$ cat config.mk
export PLATFORM = sky130hd
export DESIGN_NAME = file_uri_percent_decoder_flat
export DESIGN_NICKNAME = d
export VERILOG_FILES = /design/src/hdl/fupd_pkg.sv /design/src/hdl/fupd_in_if.sv /design/src/hdl/fupd_out_if.sv /design/src/hdl/fupd_front.sv /design/src/hdl/fupd_queue.sv /design/src/hdl/fupd_back.sv /design/src/hdl/file_uri_percent_decoder.sv /design/src/flat_wrapper.sv
export VERILOG_INCLUDE_DIRS = /design/src /design/src/hdl
export SDC_FILE = /design/constraint.sdc
export NUM_CORES = 1
export LEC_CHECK = 0
export ABC_CLOCK_PERIOD_IN_PS = 4000
export BUFFER_PORTS_ARGS = -buffer_cell sky130_fd_sc_hd__buf_2
export CAP_MARGIN = 40
export CELL_PAD_IN_SITES_DETAIL_PLACEMENT = 0
export CELL_PAD_IN_SITES_GLOBAL_PLACEMENT = 2
export CORE_MARGIN = 2
export CORE_UTILIZATION = 41
export DETAILED_ROUTE_END_ITERATION = 6
export GPL_ROUTABILITY_DRIVEN = 0
export PLACE_DENSITY_LB_ADDON = 0.1
export SYNTH_ARGS = -nofsm -noshare
export SYNTH_HDL_FRONTEND = slang
export SYNTH_SLANG_ARGS = --single-unit
$ cat constraint.sdc
create_clock -name clk -period 4 [get_ports clk]
set_input_delay 0.4 -clock clk [delete_from_list [all_inputs] [get_ports clk]]
set_output_delay 0.4 -clock clk [all_outputs]
set_load 0.05 [all_outputs]
$ cat src/hdl/assert_macros.svh
// Assertion macros shared by the decoder RTL.
// Expects signals named clk and rst_n in the module that uses them.
`ifndef ASSERT_MACROS_SVH
`define ASSERT_MACROS_SVH

// Hold cond on every clock edge outside reset.
`define FUPD_ASSERT_ALWAYS(label, cond, msg) \
    label: assert property (@(posedge clk) disable iff (!rst_n) (cond)) else $error(msg);

// Hold cons whenever ante is true.
`define FUPD_ASSERT_IMPLIES(label, ante, cons, msg) \
    label: assert property (@(posedge clk) disable iff (!rst_n) (ante) |-> (cons)) \
        else $error(msg);

`endif

$ cat src/hdl/fupd_pkg.sv
// Package for the file URI percent decoder: phase type, run descriptor,
// prefix character table, hex digit decode and queue sizing. No dependencies.
package fupd_pkg;

    localparam int PREFIX_LEN = 7;
    localparam int Q_DEPTH    = 4;
    localparam int Q_AW       = $clog2(Q_DEPTH);

    localparam logic [7:0] CH_PERCENT = 8'h25;

    typedef enum logic [1:0] {
        PH_PREFIX = 2'd0,
        PH_NORMAL = 2'd1,
        PH_ESC1   = 2'd2,
        PH_ESC2   = 2'd3
    } fupd_phase_t;

    // Results caused by one accepted input word: a run of prefix text,
    // then up to three literal bytes.
    typedef struct packed {
        logic [2:0]      pre_cnt;
        logic [1:0]      tail_cnt;
        logic [2:0][7:0] tail;
        logic            fin;
        logic            empty;
    } fupd_desc_t;

    function automatic logic [7:0] prefix_char(input logic [2:0] idx);
        logic [7:0] c;
        case (idx)
            3'd0:    c = 8'h66;
            3'd1:    c = 8'h69;
            3'd2:    c = 8'h6c;
            3'd3:    c = 8'h65;
            3'd4:    c = 8'h3a;
            default: c = 8'h2f;
        endcase
        return c;
    endfunction

    // {valid, value}
    function automatic logic [4:0] hex_val(input logic [7:0] c);
        logic [4:0] r;
        r = 5'd0;
        if (c >= 8'h30 && c <= 8'h39)
            r = {1'b1, c[3:0]};
        else if ((c >= 8'h41 && c <= 8'h46) || (c >= 8'h61 && c <= 8'h66))
            r = {1'b1, c[3:0] + 4'd9};
        return r;
    endfunction

endpackage

$ cat src/hdl/fupd_in_if.sv
// Input channel of the decoder: valid/ready handshake with one URI text byte.
// No dependencies.
interface fupd_in_if;
    logic       valid;
    logic       ready;
    logic [7:0] in_byte;
    logic       in_final;

    modport source (output valid, in_byte, in_final, input ready);
    modport sink   (input valid, in_byte, in_final, output ready);
endinterface

$ cat src/hdl/fupd_out_if.sv
// Output channel of the decoder: valid/ready handshake with one path byte.
// No dependencies.
interface fupd_out_if;
    logic       valid;
    logic       ready;
    logic [7:0] out_byte;
    logic       out_run_last;
    logic       out_text_end;
    logic       out_empty;

    modport source (output valid, out_byte, out_run_last, out_text_end, out_empty,
                    input ready);
    modport sink   (input valid, out_byte, out_run_last, out_text_end, out_empty,
                    output ready);
endinterface

$ cat src/hdl/fupd_front.sv
// Front end: prefix match and escape tracking, at most one descriptor per word.
// Depends on fupd_pkg and fupd_in_if.
module fupd_front (
    input  logic                clk,
    input  logic                rst_n,
    fupd_in_if.sink             text,
    input  logic                q_full,
    output logic                push,
    output fupd_pkg::fupd_desc_t desc
);
    import fupd_pkg::*;

    fupd_phase_t phase_reg, phase_next;
    logic [2:0]  pm_reg, pm_next;
    logic [7:0]  held_reg, held_next;
    logic        emitted_reg, emitted_next;

    logic        accept;
    logic        has_res;
    logic [7:0]  b;
    logic        fin;
    logic [2:0]  m1;
    fupd_phase_t ph_eff;
    logic        do_decode;
    logic [4:0]  hv_hi;
    logic [4:0]  hv_lo;

    assign text.ready = !q_full;
    assign accept     = text.valid && text.ready;
    assign b          = text.in_byte;
    assign fin        = text.in_final;
    assign hv_hi      = hex_val(held_reg);
    assign hv_lo      = hex_val(b);

    always_ff @(posedge clk or negedge rst_n)
    begin
        if (!rst_n)
        begin
            phase_reg   <= PH_PREFIX;
            pm_reg      <= 3'd0;
            held_reg    <= 8'd0;
            emitted_reg <= 1'b0;
        end
        else
        begin
            phase_reg   <= phase_next;
            pm_reg      <= pm_next;
            held_reg    <= held_next;
            emitted_reg <= emitted_next;
        end
    end

    always_comb
    begin
        phase_next   = phase_reg;
        pm_next      = pm_reg;
        held_next    = held_reg;
        emitted_next = emitted_reg;
        desc         = '0;
        desc.fin     = fin;
        m1           = pm_reg + 3'd1;
        ph_eff       = phase_reg;
        do_decode    = 1'b1;

        if (phase_reg == PH_PREFIX)
        begin
            if ({29'd0, pm_reg} < PREFIX_LEN && b == prefix_char(pm_reg))
            begin
                do_decode = 1'b0;
                if ({29'd0, m1} >= PREFIX_LEN)
                begin
                    phase_next = PH_NORMAL;
                    pm_next    = 3'd0;
                end
                else
                begin
                    pm_next = m1;
                    if (fin)
                        desc.pre_cnt = m1;
                end
            end
            else
            begin
                desc.pre_cnt = pm_reg;
                pm_next      = 3'd0;
                ph_eff       = PH_NORMAL;
            end
        end

        if (do_decode)
        begin
            case (ph_eff)
                PH_ESC1:
                begin
                    held_next  = b;
                    phase_next = PH_ESC2;
                    if (fin)
                    begin
                        desc.tail[0]  = CH_PERCENT;
                        desc.tail[1]  = b;
                        desc.tail_cnt = 2'd2;
                    end
                end
                PH_ESC2:
                begin
                    phase_next = PH_NORMAL;
                    if (hv_hi[4] && hv_lo[4])
                    begin
                        desc.tail[0]  = {hv_hi[3:0], hv_lo[3:0]};
                        desc.tail_cnt = 2'd1;
                    end
                    else
                    begin
                        desc.tail[0]  = CH_PERCENT;
                        desc.tail[1]  = held_reg;
                        desc.tail[2]  = b;
                        desc.tail_cnt = 2'd3;
                    end
                end
                default:
                begin
                    phase_next = PH_NORMAL;
                    if (b == CH_PERCENT)
                    begin
                        phase_next = PH_ESC1;
                        if (fin)
                        begin
                            desc.tail[0]  = CH_PERCENT;
                            desc.tail_cnt = 2'd1;
                        end
                    end
                    else
                    begin
                        desc.tail[0]  = b;
                        desc.tail_cnt = 2'd1;
                    end
                end
            endcase
        end

        if (fin && desc.pre_cnt == 3'd0 && desc.tail_cnt == 2'd0 && !emitted_reg)
        begin
            desc.tail[0]  = 8'd0;
            desc.tail_cnt = 2'd1;
            desc.empty    = 1'b1;
        end

        has_res = (desc.pre_cnt != 3'd0) || (desc.tail_cnt != 2'd0);
        push    = accept && has_res;

        if (has_res)
            emitted_next = 1'b1;

        if (fin)
        begin
            phase_next   = PH_PREFIX;
            pm_next      = 3'd0;
            held_next    = 8'd0;
            emitted_next = 1'b0;
        end

        if (!accept)
        begin
            phase_next   = phase_reg;
            pm_next      = pm_reg;
            held_next    = held_reg;
            emitted_next = emitted_reg;
        end
    end

endmodule

$ cat src/hdl/fupd_queue.sv
// Descriptor queue between front and back end, register storage.
// Depends on fupd_pkg and assert_macros.svh.
`include "assert_macros.svh"
module fupd_queue (
    input  logic                 clk,
    input  logic                 rst_n,
    input  logic                 push,
    input  fupd_pkg::fupd_desc_t wr_desc,
    output logic                 full,
    input  logic                 pop,
    output logic                 head_valid,
    output fupd_pkg::fupd_desc_t head
);
    import fupd_pkg::*;

    fupd_desc_t      mem_reg [Q_DEPTH];
    logic [Q_AW-1:0] wr_ptr_reg, wr_ptr_next;
    logic [Q_AW-1:0] rd_ptr_reg, rd_ptr_next;
    logic [Q_AW:0]   count_reg, count_next;

    assign full       = count_reg == Q_AW'(0) + (Q_AW+1)'(Q_DEPTH);
    assign head_valid = count_reg != '0;
    assign head       = mem_reg[rd_ptr_reg];

    always_comb
    begin
        wr_ptr_next = push ? wr_ptr_reg + 1'b1 : wr_ptr_reg;
        rd_ptr_next = pop ? rd_ptr_reg + 1'b1 : rd_ptr_reg;
        count_next  = count_reg + (Q_AW+1)'(push) - (Q_AW+1)'(pop);
    end

    always_ff @(posedge clk or negedge rst_n)
    begin
        if (!rst_n)
        begin
            wr_ptr_reg <= '0;
            rd_ptr_reg <= '0;
            count_reg  <= '0;
        end
        else
        begin
            wr_ptr_reg <= wr_ptr_next;
            rd_ptr_reg <= rd_ptr_next;
            count_reg  <= count_next;
        end
    end

    always_ff @(posedge clk)
    begin
        if (push)
            mem_reg[wr_ptr_reg] <= wr_desc;
    end

    `FUPD_ASSERT_IMPLIES(a_no_push_full, full, !push, "push into a full queue")
    `FUPD_ASSERT_IMPLIES(a_no_pop_empty, !head_valid, !pop, "pop from an empty queue")

endmodule

$ cat src/hdl/fupd_back.sv
// Back end: expands one descriptor into path bytes, output register.
// Depends on fupd_pkg, fupd_out_if and assert_macros.svh.
`include "assert_macros.svh"
module fupd_back (
    input  logic                 clk,
    input  logic                 rst_n,
    input  logic                 head_valid,
    input  fupd_pkg::fupd_desc_t head,
    output logic                 pop,
    fupd_out_if.source           path
);
    import fupd_pkg::*;

    logic [2:0] k_reg, k_next;
    logic       valid_reg, valid_next;
    logic [7:0] byte_reg, byte_next;
    logic       run_last_reg, text_end_reg, empty_reg;

    logic       load;
    logic       last;
    logic [3:0] total;
    logic [1:0] t_idx;

    always_comb
    begin
        total = {1'b0, head.pre_cnt} + {2'b00, head.tail_cnt};
        last  = ({1'b0, k_reg} + 4'd1) == total;
        load  = head_valid && (!valid_reg || path.ready);
        pop   = load && last;
        t_idx = 2'(k_reg - head.pre_cnt);
        if (k_reg < head.pre_cnt)
            byte_next = prefix_char(k_reg);
        else
            byte_next = head.tail[t_idx];
        k_next = k_reg;
        if (load)
            k_next = last ? 3'd0 : k_reg + 3'd1;
        if (load)
            valid_next = 1'b1;
        else if (path.ready)
            valid_next = 1'b0;
        else
            valid_next = valid_reg;
    end

    always_ff @(posedge clk or negedge rst_n)
    begin
        if (!rst_n)
        begin
            k_reg     <= 3'd0;
            valid_reg <= 1'b0;
        end
        else
        begin
            k_reg     <= k_next;
            valid_reg <= valid_next;
        end
    end

    always_ff @(posedge clk)
    begin
        if (load)
        begin
            byte_reg     <= byte_next;
            run_last_reg <= last;
            text_end_reg <= last && head.fin;
            empty_reg    <= head.empty;
        end
    end

    assign path.valid        = valid_reg;
    assign path.out_byte     = byte_reg;
    assign path.out_run_last = run_last_reg;
    assign path.out_text_end = text_end_reg;
    assign path.out_empty    = empty_reg;

    `FUPD_ASSERT_IMPLIES(a_end_is_last, valid_reg && text_end_reg, run_last_reg,
                         "text end on a word that is not the last of its run")
    `FUPD_ASSERT_IMPLIES(a_empty_ends, valid_reg && empty_reg, text_end_reg,
                         "empty result that does not end the text")
    `FUPD_ASSERT_IMPLIES(a_idx_in_run, head_valid, {1'b0, k_reg} < total,
                         "run index beyond the descriptor length")

endmodule

$ cat src/hdl/file_uri_percent_decoder.sv
// A result word reaches the sink through the descriptor queue and then the output register.
// Throughput: one input word per cycle while the four-entry descriptor queue has room;
// one result word per cycle while the sink is ready; a descriptor is popped with its last result word.
// The output register is the only stage facing the sink; the queue decouples the input.
// Reset (asynchronous, active low) empties the queue and output and restarts prefix match.
// Depends on fupd_pkg, fupd_in_if, fupd_out_if, fupd_front, fupd_queue, fupd_back.
module file_uri_percent_decoder (
    input  logic       clk,
    input  logic       rst_n,
    fupd_in_if.sink    text,
    fupd_out_if.source path
);
    import fupd_pkg::*;

    fupd_desc_t f_desc;
    fupd_desc_t q_head;
    logic       f_push;
    logic       q_full;
    logic       q_head_valid;
    logic       b_pop;

    fupd_front u_front (
        .clk    (clk),
        .rst_n  (rst_n),
        .text   (text),
        .q_full (q_full),
        .push   (f_push),
        .desc   (f_desc)
    );

    fupd_queue u_queue (
        .clk        (clk),
        .rst_n      (rst_n),
        .push       (f_push),
        .wr_desc    (f_desc),
        .full       (q_full),
        .pop        (b_pop),
        .head_valid (q_head_valid),
        .head       (q_head)
    );

    fupd_back u_back (
        .clk        (clk),
        .rst_n      (rst_n),
        .head_valid (q_head_valid),
        .head       (q_head),
        .pop        (b_pop),
        .path       (path)
    );

endmodule

$ cat src/flat_wrapper.sv
// flat-port wrapper written by rule: the top's interface ports become plain ports
module file_uri_percent_decoder_flat import fupd_pkg::*;
  (clk, rst_n, text_valid, text_in_byte, text_in_final, text_ready, path_valid, path_out_byte, path_out_run_last, path_out_text_end, path_out_empty, path_ready);
  fupd_in_if text_i ();
  fupd_out_if path_i ();
  input  logic clk;
  input  logic rst_n;
  input wire logic [$bits(text_i.valid)-1:0] text_valid;
  input wire logic [$bits(text_i.in_byte)-1:0] text_in_byte;
  input wire logic [$bits(text_i.in_final)-1:0] text_in_final;
  output wire logic [$bits(text_i.ready)-1:0] text_ready;
  output wire logic [$bits(path_i.valid)-1:0] path_valid;
  output wire logic [$bits(path_i.out_byte)-1:0] path_out_byte;
  output wire logic [$bits(path_i.out_run_last)-1:0] path_out_run_last;
  output wire logic [$bits(path_i.out_text_end)-1:0] path_out_text_end;
  output wire logic [$bits(path_i.out_empty)-1:0] path_out_empty;
  input wire logic [$bits(path_i.ready)-1:0] path_ready;
  assign text_i.valid = text_valid;
  assign text_i.in_byte = text_in_byte;
  assign text_i.in_final = text_in_final;
  assign text_ready = text_i.ready;
  assign path_valid = path_i.valid;
  assign path_out_byte = path_i.out_byte;
  assign path_out_run_last = path_i.out_run_last;
  assign path_out_text_end = path_i.out_text_end;
  assign path_out_empty = path_i.out_empty;
  assign path_i.ready = path_ready;
  file_uri_percent_decoder u_core (.clk(clk), .rst_n(rst_n), .text(text_i), .path(path_i));
endmodule
==> results_dict.tcl <==
set metrics [dict create \
    crit_path_top_delay_cell "or4b_1" \
    syn2layout_area_growth_pct 14.3 \
    grt.overflow.total 0 \
    place_ws_ps 282 \
    root_buffer "clkbuf_16" \
    synth_area_per_cell_um2 14.5 \
    cts_tree "built" \
    largest_reg_flops 124 \
    synth_area_leaders "edfxtp_1 (53%), mux4_2 (9.1%), dfrtp_1 (8.2%), ha_1 (4.9%), nor2_1 (1.6%)" \
    fin_cells 804 \
    peakVddDrop_v 0.000325 \
    firstDrtPassIters 5 \
    vias 4494 \
    crit_path_max_incr_delay_ps 540 \
    die_x_um 140 \
    hold_viol 0 \
    boundaryPins 26 \
    num_rows 49 \
    maxCapViolations 0 \
    portBuffers 25 \
    cp-start-kind "flip-flop" \
    synthTopCellsByCount "edfxtp_1 (135), nor2_1 (33), mux4_2 (31)" \
    drive_gt1_frac 0.216 \
    core_mm2 0.0181 \
    fin_nets 607 \
    relSlewSlack 0.478 \
    final_core_util 0.482 \
    cts.sinks 160 \
    grt_max_degree 32 \
    fin_crit_sh 0.914 \
    placed_cells 772 \
    cp_max_fo 8 \
    crit_top_cell "ha_1" \
    status "finished, final reports clean" \
    r2r_slack_ps 340 \
    yosysMostFrequentCell "edfxtp_1" \
    tightestPinTransition_ps 783 \
    yosys_warnings 0 \
    routed_via_density 5.59 \
    ys_async_sr_fraction 0.156 \
    syn_area_mm2 0.00763 \
    n_antenna_cell 0 \
    synth_largest_area_cell "edfxtp_1" \
    cts_buffer_depth 2 \
    synth_edf_count 135 \
    crit_required_ps 4300 \
    synth_nets 571 \
    fin_ws_ps 342 \
    setup-violations-final 0 \
    design_power_total_mw 6.85 \
    worstPathArrival_ps 3960 \
    yosysSeqAreaShare 0.613 \
    syn_inst 526 \
    grt_pass1_wl_um 26700 \
    antenna_found_initial 0 \
    dieHeight_um 140 \
    ys_seq_elements 160 \
    ant_nets 0 \
    powerDensity_mw_per_mm2 785 \
    critPathBufInv 2 \
    clkTransAtPathRegs_ps 60 \
    synthFlopType "edfxtp_1" \
    period_minus_slack_ps 3660 \
    hpwl_um 11200 \
    insertion_delay_ps 420 \
    grt_use_total 0.181 \
    finalWirelength_um 16900 \
    cts_buffers 17 \
    synth.top_cell.area_share 0.531 \
    cp_top_family "adder cells" \
    path_cells "inv_1 > ha_1 > or4b_1 > a21oi_2 > xnor2_1 > or3_4 > o21ai_4 > nand3_4 > ha_1 > inv_1 > ha_1 > fa_1 > xnor2_1" \
    drt_drc_violations_left 0 \
    slew_viol_final 0 \
    crit_type "flip-flop to flip-flop" \
    min_path_type "input port to async pin" \
    p_leak_nw 3.09 \
    initial_core_util 0.422 \
    holdWs_ps 51.4 \
    htreeDepth 4 \
    synth_cell_types 63 \
    grt_pass1_vias 4546 \
    crit_path_end_kind "flip-flop" \
    finalClockSkew_ps 11.3 \
    dieArea_mm2 0.0197 \
    wl_per_cell_um 21.1 \
    drt-initial-drc-count 254 \
    grt_setup_unrepaired "false" \
    max_freq_mhz 273 \
]
report_power, final:
group	switching [mW]	internal (mW)	total (mW)
Clock	0.642	0.979	1.62
Combinational	1.57	1.11	2.68
Sequential	0.240	2.31	2.55
metal layers:
| metal | vias up | share of wire | global-route usage |
|---|---|---|---|
| met5 | - | 0 | 0 |
| met4 | 0 | 0.0065 | 0.0521 |
| met3 | 6 | 0.038 | 0.0342 |
| met2 | 89 | 0.49 | 0.295 |
| met1 | 2299 | 0.47 | 0.251 |
| li1 | 2100 | - | - |
per-stage QoR:
stage          area [µm²]  setup TNS, ps
6_report             8720              0
5_1_grt              8720              0
4_1_cts              8710              0
3_5_place_dp         8120              0
3_3_place_gp         8120              0
2_1_floorplan        7640          -4970
final cells by class:
cell class / instances / area, µm²
multi-input combinational: 315 / 2780
inverter: 31 / 116
fill: 1580 / 9370
clock buffer: 18 / 429
sequential: 160 / 4680
tap: 229 / 287
clock inverter: 14 / 168
timing repair buffer: 37 / 265
worst paths after layout:
kind,endpoint,cells after the start,start
min,u_core.u_front.held_reg[4],1,rst_n
max in group asynchronous,u_core.u_queue.rd_ptr_reg[0],1,rst_n
min reg2reg,u_core.u_back.path.valid,2,u_core.u_back.path.valid
max reg2reg,u_core.u_queue.count_reg[2],13,u_core.u_front.pm_reg[0]
max,u_core.u_queue.count_reg[2],13,u_core.u_front.pm_reg[0]
min in group clk,u_core.u_back.path.valid,4,path_ready
cells by family after synthesis:
group / count (synthesis) / share of synthesized area
AO/OA/AOI/OAI: 105 / 0.0994
multiplexers: 41 / 0.107
adder cells (fa/ha/maj): 32 / 0.0544
XOR/XNOR: 21 / 0.0241
AND/OR/NAND/NOR: 116 / 0.0759
flip-flops: 160 / 0.613
buffers and inverters: 51 / 0.0264
placed cells by master, fill, tap and decap left out, drive strengths merged, types with 3 or more instances in the layout:
cell / instances
a2111oi: 4
a21oi: 23
a22o: 10
a22oi: 16
a31oi: 4
and2: 7
buf: 37
bufinv: 3
clkbuf: 18
clkinv: 9
clkinvlp: 4
dfrtp: 25
edfxtp: 135
ha: 30
inv: 29
mux2: 9
mux4: 31
nand2: 28
nand2b: 3
nand3: 9
nor2: 33
nor2b: 3
nor3: 17
o21ai: 17
o21ba: 3
o21bai: 4
o22ai: 4
or3: 3
xnor2: 12
xor2: 9
repair_timing:
item / 4_1_cts / 5_1_grt
buffers inserted: 0 / 0
gates resized for setup: 0 / 1
hold buffers: 0 / 0
setup endpoints to repair: 0 / 1
Note: power is estimated with default switching activity, not from simulation.
